[src/tsvf_pkg.sv]
`default_nettype none

package tsvf_pkg;

	// Coefficient format shared by the sequencer and the serial multiplier.
	localparam int COEF_WIDTH = 24;
	localparam int GAIN_SHIFT = 18;
	localparam int NORM_SHIFT = 23;

	// Multiplier bits retired per clock.
	localparam int DIGIT_BITS = 2;

	typedef struct packed {
		logic start;
		logic norm_sel;
	} mul_ctl_t;

endpackage

`default_nettype wire

[src/tsvf_serial_mul.sv]
`default_nettype none

module tsvf_serial_mul #(
	parameter int WIDE_WIDTH = 40
) (
	input  wire                                  clk,
	input  wire                                  arst_n,
	input  tsvf_pkg::mul_ctl_t                   ctl,
	input  wire signed [WIDE_WIDTH-1:0]          operand,
	input  wire        [tsvf_pkg::COEF_WIDTH-1:0] coef,
	output logic                                 done,
	output logic signed [WIDE_WIDTH-1:0]         product
);

	import tsvf_pkg::*;

	localparam int WW    = WIDE_WIDTH;
	localparam int PW    = WW + COEF_WIDTH;
	localparam int RW    = PW - GAIN_SHIFT;
	localparam int STEPS = COEF_WIDTH / DIGIT_BITS;
	localparam int CW    = $clog2(STEPS);

	typedef enum logic [1:0] {
		ST_IDLE,
		ST_RUN,
		ST_ROUND,
		ST_SAT
	} state_t;

	state_t              state_q;
	logic [CW-1:0]       cnt_q;
	logic                neg_q;
	logic                norm_q;
	logic [WW-1:0]       mag_q;
	logic [PW-1:0]       acc_q;
	logic [RW-1:0]       r_q;
	logic                done_q;
	logic signed [WW-1:0] product_q;

	logic [WW+1:0]       sum;
	logic [RW-1:0]       rnd_base;
	logic                rnd_bit;
	logic                too_big;

	// The low end of the accumulator holds the coefficient; each step consumes
	// its two lowest bits and shifts the partial product in from the top.
	always_comb begin
		sum = {2'b00, acc_q[PW-1:COEF_WIDTH]}
			+ (acc_q[0] ? {2'b00, mag_q} : {(WW+2){1'b0}})
			+ (acc_q[1] ? {1'b0, mag_q, 1'b0} : {(WW+2){1'b0}});
		rnd_base = norm_q ? RW'(acc_q >> NORM_SHIFT) : RW'(acc_q >> GAIN_SHIFT);
		rnd_bit  = norm_q ? acc_q[NORM_SHIFT-1] : acc_q[GAIN_SHIFT-1];
		too_big  = |r_q[RW-1:WW-1];
	end

	always_ff @(posedge clk or negedge arst_n) begin
		if (!arst_n) begin
			state_q   <= ST_IDLE;
			cnt_q     <= '0;
			neg_q     <= 1'b0;
			norm_q    <= 1'b0;
			mag_q     <= '0;
			acc_q     <= '0;
			r_q       <= '0;
			done_q    <= 1'b0;
			product_q <= '0;
		end else begin
			done_q <= (state_q == ST_SAT);
			unique case (state_q)
				ST_IDLE: begin
					if (ctl.start) begin
						neg_q   <= operand[WW-1];
						norm_q  <= ctl.norm_sel;
						mag_q   <= operand[WW-1] ? WW'(-operand) : WW'(operand);
						acc_q   <= {{WW{1'b0}}, coef};
						cnt_q   <= '0;
						state_q <= ST_RUN;
					end
				end
				ST_RUN: begin
					acc_q <= {sum, acc_q[COEF_WIDTH-1:DIGIT_BITS]};
					cnt_q <= cnt_q + 1'b1;
					if (cnt_q == CW'(STEPS - 1)) begin
						state_q <= ST_ROUND;
					end
				end
				ST_ROUND: begin
					// Rounding the magnitude gives halves away from zero.
					r_q     <= rnd_base + RW'(rnd_bit);
					state_q <= ST_SAT;
				end
				ST_SAT: begin
					if (too_big) begin
						product_q <= neg_q ? {1'b1, {(WW-1){1'b0}}}
							: {1'b0, {(WW-1){1'b1}}};
					end else begin
						product_q <= neg_q ? -$signed(r_q[WW-1:0])
							: $signed(r_q[WW-1:0]);
					end
					state_q <= ST_IDLE;
				end
				default: begin
					state_q <= ST_IDLE;
				end
			endcase
		end
	end

	assign done    = done_q;
	assign product = product_q;

endmodule

`default_nettype wire

[src/tpt_svf_lowpass_top.sv]
`default_nettype none

// Second-order trapezoidal state-variable lowpass filter. Each request carries
// one signed sample together with its own gain g (Q6.18) and normalizer d
// (Q1.23) and yields one saturated lowpass sample. The three products of the
// update run one after another on a single multiplier that retires two
// coefficient bits per clock. Each product goes through start, 12 steps,
// rounding, saturation and hand-back. A request is handled by forming the
// first difference, running the three products and storing the result. The
// input is ready again in the same cycle as the result becomes valid, and no
// new request is taken while one is in flight. A finished result sits in an
// output register, and the next request is taken while it waits to be read;
// that request then holds in its final state until the output register
// is free.
module tpt_svf_lowpass_top #(
	parameter int SAMPLE_WIDTH = 24,
	parameter int STATE_WIDTH  = 32
) (
	input  wire                                   clk,
	input  wire                                   arst_n,
	input  wire                                   sample_valid,
	output logic                                  sample_stall,
	input  wire signed [SAMPLE_WIDTH-1:0]         sample_in,
	input  wire        [tsvf_pkg::COEF_WIDTH-1:0] coef_gain,
	input  wire        [tsvf_pkg::COEF_WIDTH-1:0] coef_norm,
	output logic                                  lowpass_valid,
	input  wire                                   lowpass_stall,
	output logic signed [SAMPLE_WIDTH-1:0]        lowpass_out
);

	import tsvf_pkg::*;

	localparam int SW = SAMPLE_WIDTH;
	localparam int TW = STATE_WIDTH;
	localparam int WW = STATE_WIDTH + 8;
	localparam int XW = WW + 2;

	typedef enum logic [2:0] {
		ST_IDLE,
		ST_ERR,
		ST_MUL1,
		ST_MUL2,
		ST_MUL3,
		ST_FIN
	} state_t;

	state_t               state_q;
	logic signed [SW-1:0] x_q;
	logic [COEF_WIDTH-1:0] g_q;
	logic [COEF_WIDTH-1:0] d_q;
	logic [COEF_WIDTH-1:0] coef_q;
	logic signed [WW-1:0] op_q;
	logic signed [TW-1:0] s1_q;
	logic signed [TW-1:0] s2_q;
	logic signed [WW-1:0] lp_q;
	logic signed [WW-1:0] v_q;
	mul_ctl_t             mul_ctl_q;
	logic                 out_valid_q;
	logic signed [SW-1:0] out_q;

	logic                 mul_done;
	logic signed [WW-1:0] mul_product;

	function automatic logic signed [WW-1:0] sat_wide(input logic signed [XW-1:0] v);
		if (&v[XW-1:WW-1] || ~|v[XW-1:WW-1]) begin
			return v[WW-1:0];
		end
		return v[XW-1] ? {1'b1, {(WW-1){1'b0}}} : {1'b0, {(WW-1){1'b1}}};
	endfunction

	function automatic logic signed [TW-1:0] sat_state(input logic signed [XW-1:0] v);
		if (&v[XW-1:TW-1] || ~|v[XW-1:TW-1]) begin
			return v[TW-1:0];
		end
		return v[XW-1] ? {1'b1, {(TW-1){1'b0}}} : {1'b0, {(TW-1){1'b1}}};
	endfunction

	function automatic logic signed [SW-1:0] sat_out(input logic signed [XW-1:0] v);
		if (&v[XW-1:SW-1] || ~|v[XW-1:SW-1]) begin
			return v[SW-1:0];
		end
		return v[XW-1] ? {1'b1, {(SW-1){1'b0}}} : {1'b0, {(SW-1){1'b1}}};
	endfunction

	tsvf_serial_mul #(
		.WIDE_WIDTH(WW)
	) u_mul (
		.clk     (clk),
		.arst_n  (arst_n),
		.ctl     (mul_ctl_q),
		.operand (op_q),
		.coef    (coef_q),
		.done    (mul_done),
		.product (mul_product)
	);

	always_ff @(posedge clk or negedge arst_n) begin
		if (!arst_n) begin
			state_q     <= ST_IDLE;
			x_q         <= '0;
			g_q         <= '0;
			d_q         <= '0;
			coef_q      <= '0;
			op_q        <= '0;
			s1_q        <= '0;
			s2_q        <= '0;
			lp_q        <= '0;
			v_q         <= '0;
			mul_ctl_q   <= '0;
			out_valid_q <= 1'b0;
			out_q       <= '0;
		end else begin
			// A product is started after the first difference and after each of
			// the first two products completes.
			mul_ctl_q.start <= (state_q == ST_ERR)
				|| (mul_done && (state_q == ST_MUL1 || state_q == ST_MUL2));
			out_valid_q <= (out_valid_q && lowpass_stall)
				|| (state_q == ST_FIN && (!out_valid_q || !lowpass_stall));
			unique case (state_q)
				ST_IDLE: begin
					if (sample_valid) begin
						x_q     <= sample_in;
						g_q     <= coef_gain;
						d_q     <= coef_norm;
						state_q <= ST_ERR;
					end
				end
				ST_ERR: begin
					op_q               <= sat_wide(XW'(x_q) - XW'(s2_q));
					coef_q             <= g_q;
					mul_ctl_q.norm_sel <= 1'b0;
					state_q            <= ST_MUL1;
				end
				ST_MUL1: begin
					if (mul_done) begin
						op_q               <= sat_wide(XW'(mul_product) + XW'(s1_q));
						coef_q             <= d_q;
						mul_ctl_q.norm_sel <= 1'b1;
						state_q            <= ST_MUL2;
					end
				end
				ST_MUL2: begin
					// The product is the bandpass value.
					if (mul_done) begin
						s1_q <= sat_state(XW'(mul_product) + XW'(mul_product)
							- XW'(s1_q));
						op_q               <= mul_product;
						coef_q             <= g_q;
						mul_ctl_q.norm_sel <= 1'b0;
						state_q            <= ST_MUL3;
					end
				end
				ST_MUL3: begin
					if (mul_done) begin
						v_q     <= mul_product;
						lp_q    <= sat_wide(XW'(mul_product) + XW'(s2_q));
						state_q <= ST_FIN;
					end
				end
				ST_FIN: begin
					if (!out_valid_q || !lowpass_stall) begin
						s2_q    <= sat_state(XW'(lp_q) + XW'(v_q));
						out_q   <= sat_out(XW'(lp_q));
						state_q <= ST_IDLE;
					end
				end
				default: begin
					state_q <= ST_IDLE;
				end
			endcase
		end
	end

	assign sample_stall  = (state_q != ST_IDLE);
	assign lowpass_valid = out_valid_q;
	assign lowpass_out   = out_q;

endmodule

`default_nettype wire
[config.mk]
export PLATFORM = sky130hd
export DESIGN_NAME = tpt_svf_lowpass_top
export DESIGN_NICKNAME = d
export VERILOG_FILES = /design/src/tsvf_pkg.sv /design/src/tsvf_serial_mul.sv /design/src/tpt_svf_lowpass_top.sv
export SDC_FILE = /design/constraint.sdc
export NUM_CORES = 2
export LEC_CHECK = 0
export ABC_CLOCK_PERIOD_IN_PS = 6000
export BUFFER_PORTS_ARGS = -buffer_cell sky130_fd_sc_hd__buf_2
export CELL_PAD_IN_SITES_DETAIL_PLACEMENT = 1
export CELL_PAD_IN_SITES_GLOBAL_PLACEMENT = 2
export CORE_UTILIZATION = 36
export CTS_CLUSTER_DIAMETER = 30
export CTS_CLUSTER_SIZE = 14
export DETAILED_ROUTE_END_ITERATION = 6
export PLACE_DENSITY_LB_ADDON = 0.1
export SYNTH_ARGS = -nofsm -noshare
export SYNTH_HDL_FRONTEND = slang
export SYNTH_SLANG_ARGS = --single-unit
[constraint.sdc]
create_clock -name clk -period 6 [get_ports clk]
set_clock_uncertainty 0.15 [all_clocks]
set_input_delay 0.3 -clock clk [delete_from_list [all_inputs] [get_ports clk]]
set_output_delay 0.3 -clock clk [all_outputs]
set_load 0.005 [all_outputs]
Word level (Yosys, flattened, before mapping)
Index checks and enable logic that the tools add are counted.

Register bits: 509.

Reduce and logical (&&, ||, !) cells: 48. Equality and inequality tests: 16. Add/subtract/negate cells: 12. Mux-type cells: 65.

Operators by type and width (count): $mux 40 (16); $mux 32 (6); $pmux 64 s2 (1); $mux 24 (5); $pmux 40 s3 (1); $add 40x32->41 (2); $add 40x40->41 (2); $neg 40->40 (2); $pmux 24 s3 (1); $mux 64 (1); $add 46x1->46 (1); $mux 46 (1); $add 40x42->42 (1); $add 42x42->42 (1); $sub 41x32->42 (1); $mux 41 (1); $sub 24x32->33 (1); $reduce_and 11->1 (2); $reduce_or 11->1 (2); $mux 1 (20); $pmux 3 s6 (1); $reduce_and 17->1 (1); $reduce_or 17->1 (1); $mux 3 (5); other kinds (26) (65).

Logic depth before layout (Yosys ltp)
Depth after elaboration: 10. Depth in mapped cells: 22. Mapped depth without buffers: 17.

By module
Synthesis repeated with hierarchy kept, for this count alone.

Cells, all modules: 4533. Area, all modules: 39053.7 µm².

By module, submodules not included: tpt_svf_lowpass_top (seq. area each 7757.4 µm², cells an instance 2646, area an instance 23213.5 µm², times used 1); tsvf_serial_mul (seq. area each 4979.8 µm², cells an instance 1887, area an instance 15840.2 µm², times used 1).

Worst setup path after synthesis
No wires, ideal clock.

Kind: register to register. Start point: register u_mul.norm_q. End point: register u_mul.r_q[44]. Data arrival time: 5910 ps. Path slack: -197 ps. Cell stages (with the launch flop): 23. Setup time: 137 ps. Clock period less this slack: 6197 ps. Buffers on the path: 8. Data required time: 5713 ps. Cell sequence: dfrtp_1 -> clkbuf_1 -> clkbuf_1 -> buf_2 -> buf_1 -> clkbuf_1 -> buf_1 -> buf_1 -> clkbuf_1 -> mux2_2 -> ha_1 -> ha_1 -> inv_1 -> a21oi_1 -> a21boi_0 -> nor2b_1 -> nand2_1 -> nor4_1 -> and2_1 -> nand2_1 -> or4b_2 -> xnor2_1 -> a21oi_1.

Longest elaborated chain between the ends: 2. Elaborated cells between the ends (all ways): 3.

Ends and longest elaborated chain: from (decl) (RTL line tsvf_serial_mul.sv:33) `logic norm_q;`; from (signal assigned) (RTL line tsvf_serial_mul.sv:73) `norm_q <= ctl.norm_sel;`; $mux 46 / $mux 1 (equally long branches) (RTL line tsvf_serial_mul.sv:51, tsvf_serial_mul.sv:52); $add 46x1->46 * (RTL line tsvf_serial_mul.sv:89) `r_q <= rnd_base + RW'(rnd_bit);`; to (signal assigned) (RTL line tsvf_serial_mul.sv:89); to (decl) (RTL line tsvf_serial_mul.sv:36) `logic [RW-1:0] r_q;`.

Mark *: on every way between the ends. The rest lies on a longest branch, timed or not. A chain may end at the register's enable or synchronous reset.

Final worst setup path
Start point: register lp_q[0]. End point: register s2_q[3].

Longest elaborated chain between the ends: 8. Elaborated cells between the ends (all ways): 11.

Ends and longest elaborated chain: from (decl) (RTL line tpt_svf_lowpass_top.sv:55) `logic signed [WW-1:0] lp_q;`; from (signal assigned) (RTL line tpt_svf_lowpass_top.sv:156) `lp_q <= sat_wide(XW'(mul_product) + XW'(s2_q));`; $add 40x40->41 * (RTL line tpt_svf_lowpass_top.sv:162) `s2_q <= sat_state(XW'(lp_q) + XW'(v_q));`; $reduce_or 11->1 (RTL line tpt_svf_lowpass_top.sv:72) `if (&v[XW-1:TW-1] || ~|v[XW-1:TW-1]) begin`; $logic_not 1->1 (RTL line tpt_svf_lowpass_top.sv:72); $logic_or 1x1->1 (RTL line tpt_svf_lowpass_top.sv:72); $mux 1 (RTL line tpt_svf_lowpass_top.sv:72); $mux 1 (RTL line tpt_svf_lowpass_top.sv:161) `if (!out_valid_q || !lowpass_stall) begin`; $mux 1 (RTL line tpt_svf_lowpass_top.sv:119) `unique case (state_q)`; $mux 32 * (RTL line tpt_svf_lowpass_top.sv:75) `return v[XW-1] ? {1'b1, {(TW-1){1'b0}}} : {1'b0, {(TW-1){1'b1}}};`; to (signal assigned) (RTL line tpt_svf_lowpass_top.sv:162); to (decl) (RTL line tpt_svf_lowpass_top.sv:54) `logic signed [TW-1:0] s2_q;`.

Mark *: on every way between the ends. The rest lies on a longest branch, timed or not. The select of a mux whose other input is x is not followed.

==> results.toml <==
[outcome]
status = "finished, violations left"
violations = "hold timing"

[worst_setup_path]
critPathRequiredTime_ns = 6.51
critPathKind = "flip-flop to flip-flop"
start_kind = "flip-flop"
worstRegToRegCells = 15
rr_startpoint = "lp_q[0]"
max_stage_delay_ns = 0.80
regToRegSetupSlack_ns = 0.86
crit_path_end_kind = "flip-flop"
cp_max_fo = 29
critPathLaunch = "lp_q[0]"
crit_chain = "ha_1 > inv_1 > fa_1 > nand2b_1 > a21oi_1 > o21ai_0 > o21ai_0 > o31ai_1 > mux2i_1 > o22ai_1 > or4b_1 > or2_2 > mux2i_2 > buf_4 > a221o_1"
crit_end = "s2_q[3]"
arrival_ns = 5.65
critPathMostFrequentCell = "o21ai_0"
cp_slowest_cell = "o31ai_1"
r2r_end = "s2_q[3]"

[timing]
hold_ws_ns = -0.02285
rsz0062_at_grt = "false"
slew_viol_final = 0
relSlewSlack = 0.3073
fin_crit_sh = 0.8569
post-route-min-period_ns = 5.141
fmax_ghz = 0.1945
hold_viol = 5
tightest_slew_ns = 1.034
setup_viol = 0
finalSetupTns_ns = 0

[clock_network]
cts_resized = 0
htree_levels = 4
cts_root_buffer = "clkbuf_16"
post_cts_buffers = 0
cts_tree = "done"
path_clk_slew_ns = 0.04
cts_hold_buf = 75
clockBufferDepth = 3
cts_buffers = 158
clkLatencyLatePin_ns = 0.75
cts_sinks = 509

[cells_and_area]
final_common_cell = "nand2_1"
fillCellCount = 12220
layout.nets = 5118
fin_area_um2 = 46500
num_antenna_cells = 0
instances_no_fill = 6279
area_growth_pct = 21.64
drive_gt1_frac = 0.1275
mostFrequentLayoutCells = "nand2_1 (649), dfrtp_1 (507), o21ai_0 (392)"

[power]
power_density_nw_per_um2 = 594.3
peakVddDrop_mv = 0.3128
p_leak_nw = 20.25

[synthesis]
yosysWarnings = 0
synth_nets = 4934
netlist_instances = 4571
synth_edf_count = 0
seq_area_frac_synth = 0.3332
synthDistinctLibCells = 82
async_flop_share = 1.000
synth.avg_cell_area_um2 = 8.363
ys_seq_elements = 509
synthesis.area_um2 = 38230
yosys.area.top_type = "dfrtp_1"
synth.top_cell.area_share = 0.3332
synthFlopType = "dfrtp_1"
netlist_top_cells_area = "dfrtp_1 (33%), ha_1 (7.9%), nand2_1 (6.4%)"

[routing]
wire_per_inst_um = 22.29
dr.first_iter.drc_count = 1698
drt_first_pass_iters = 5
dr_total_vias = 34420
wirelength_um = 140000
drc = 0
antenna_left = 0
vias_per_cell = 5.482

[grt]
grt_overflow = 0
grt.total_usage = 0.2626
grt_max_degree = 144
grt_pass1_wl_um = 219900
antenna_found_initial = 1
grt_pass1_vias = 36700

[floorplanning]
io_pins = 102
num_rows = 119
die_w_um = 327.9
fp.dieH_um = 327.9
coreArea_um2 = 105300
start_util = 0.3631
die-area_um2 = 107500

[placed_design]
place_congestion = 0.8985
place_area_um2 = 40270
portBuffers = 101
hpwlAfterDp_um = 105900
dp_cells = 5911

[flow_run]
cap_violations = 0

[hold_path]
hold_path_class = "input pin to async pin"
[through the flow]
stage                     power [mW]  worst slack, ns    util  hold slack (ns)
final                          27.63           0.8588  0.4417         -0.02285
after global routing           29.70           0.6779  0.4417          0.04898
after CTS                      27.81           0.9060  0.4417          0.01810
after detailed placement       19.09           0.9349  0.3826           0.2462
after global placement         19.04            1.061  0.3826           0.2410
after floorplan                14.92          0.05551       -          -0.1456
[cell type report]
| class | instances | area (um2) | share of cell area |
|---|---|---|---|
| inverter | 260 | 975.9 | 0.02099 |
| multi-input combinational | 3586 | 23780 | 0.5115 |
| timing repair buffer | 240 | 1784 | 0.03837 |
| clock buffer | 217 | 4538 | 0.09760 |
| clock inverter | 76 | 932.1 | 0.02005 |
| tap | 1391 | 1740 | 0.03743 |
| sequential | 509 | 12740 | 0.2741 |
[synth_stat cells (33+ instances only)]
cell type	instances
nand4_1	41
xnor2_1	145
nand2b_1	45
a31oi_1	56
o21a_1	52
and3_1	34
o22ai_1	33
nor3_1	51
o21ai_0	392
inv_1	260
o31ai_1	36
nor2_1	355
or3_1	40
o211ai_1	35
nor2b_1	53
a221o_1	33
ha_1	242
fa_1	45
mux2i_1	90
xor2_1	126
nand2_1	651
a211oi_1	45
mux2_2	127
dfrtp_1	509
a21o_1	105
nand3_1	84
a21oi_1	340
clkbuf_1	200
[sequential cells by signal (all words and copies together) (netlist names), 32 cells and up]
name	count
s1_q	32
v_q	40
u_mul.r_q	46
op_q	40
u_mul.mag_q	40
s2_q	32
u_mul.acc_q	64
lp_q	40
u_mul.product	40
[worst min-delay path by stage]
stage | startpoint | end | depth (start not counted)
after floorplan | arst_n | coef_q[0] | 0
after global placement | arst_n | g_q[16] | 1
after detailed placement | arst_n | g_q[16] | 1
after CTS | arst_n | g_q[16] | 2
after global routing | arst_n | g_q[16] | 2
final | arst_n | g_q[16] | 2
[kinds of logic (layout without fill, tap and decap cells)]
family / count (synthesis) / in the layout / synth area share
AO/OA/AOI/OAI: 1319 / 1319 / 0.2157
AND/OR/NAND/NOR: 1492 / 1492 / 0.1784
multiplexers: 217 / 217 / 0.06098
buffers and inverters: 476 / 793 / 0.04687
adder cells (fa/ha/maj): 287 / 287 / 0.1028
flip-flops: 509 / 509 / 0.3332
XOR/XNOR: 271 / 271 / 0.06209
[where the power goes]
group / internal (mW) / leakage (nW) / switching, mW / total (mW)
registers: 4.51 / 5.89 / 1.52 / 6.03
clock network: 5.82 / 2.67 / 2.59 / 8.41
logic: 5.15 / 11.7 / 8.04 / 13.2
[metal layers]
layer	part of all wire	global-route usage	routed length, um
met4	0.035	0.1044	4855
met1	0.47	0.3511	66290
met3	0.025	0.02905	3459
met5	0	0	0
met2	0.47	0.4323	65360
[worst max-delay path, delay by kind of cell (launching register included)]
family                   cells  cell delay [ns]
adder cells (fa/ha/maj)      2             0.45
multiplexers                 2             0.47
AO/OA/AOI/OAI                6             2.16
flip-flops                   1             0.40
buffers and inverters        2             0.45
AND/OR/NAND/NOR              3             0.98
Note: power is estimated with default switching activity, not from simulation.
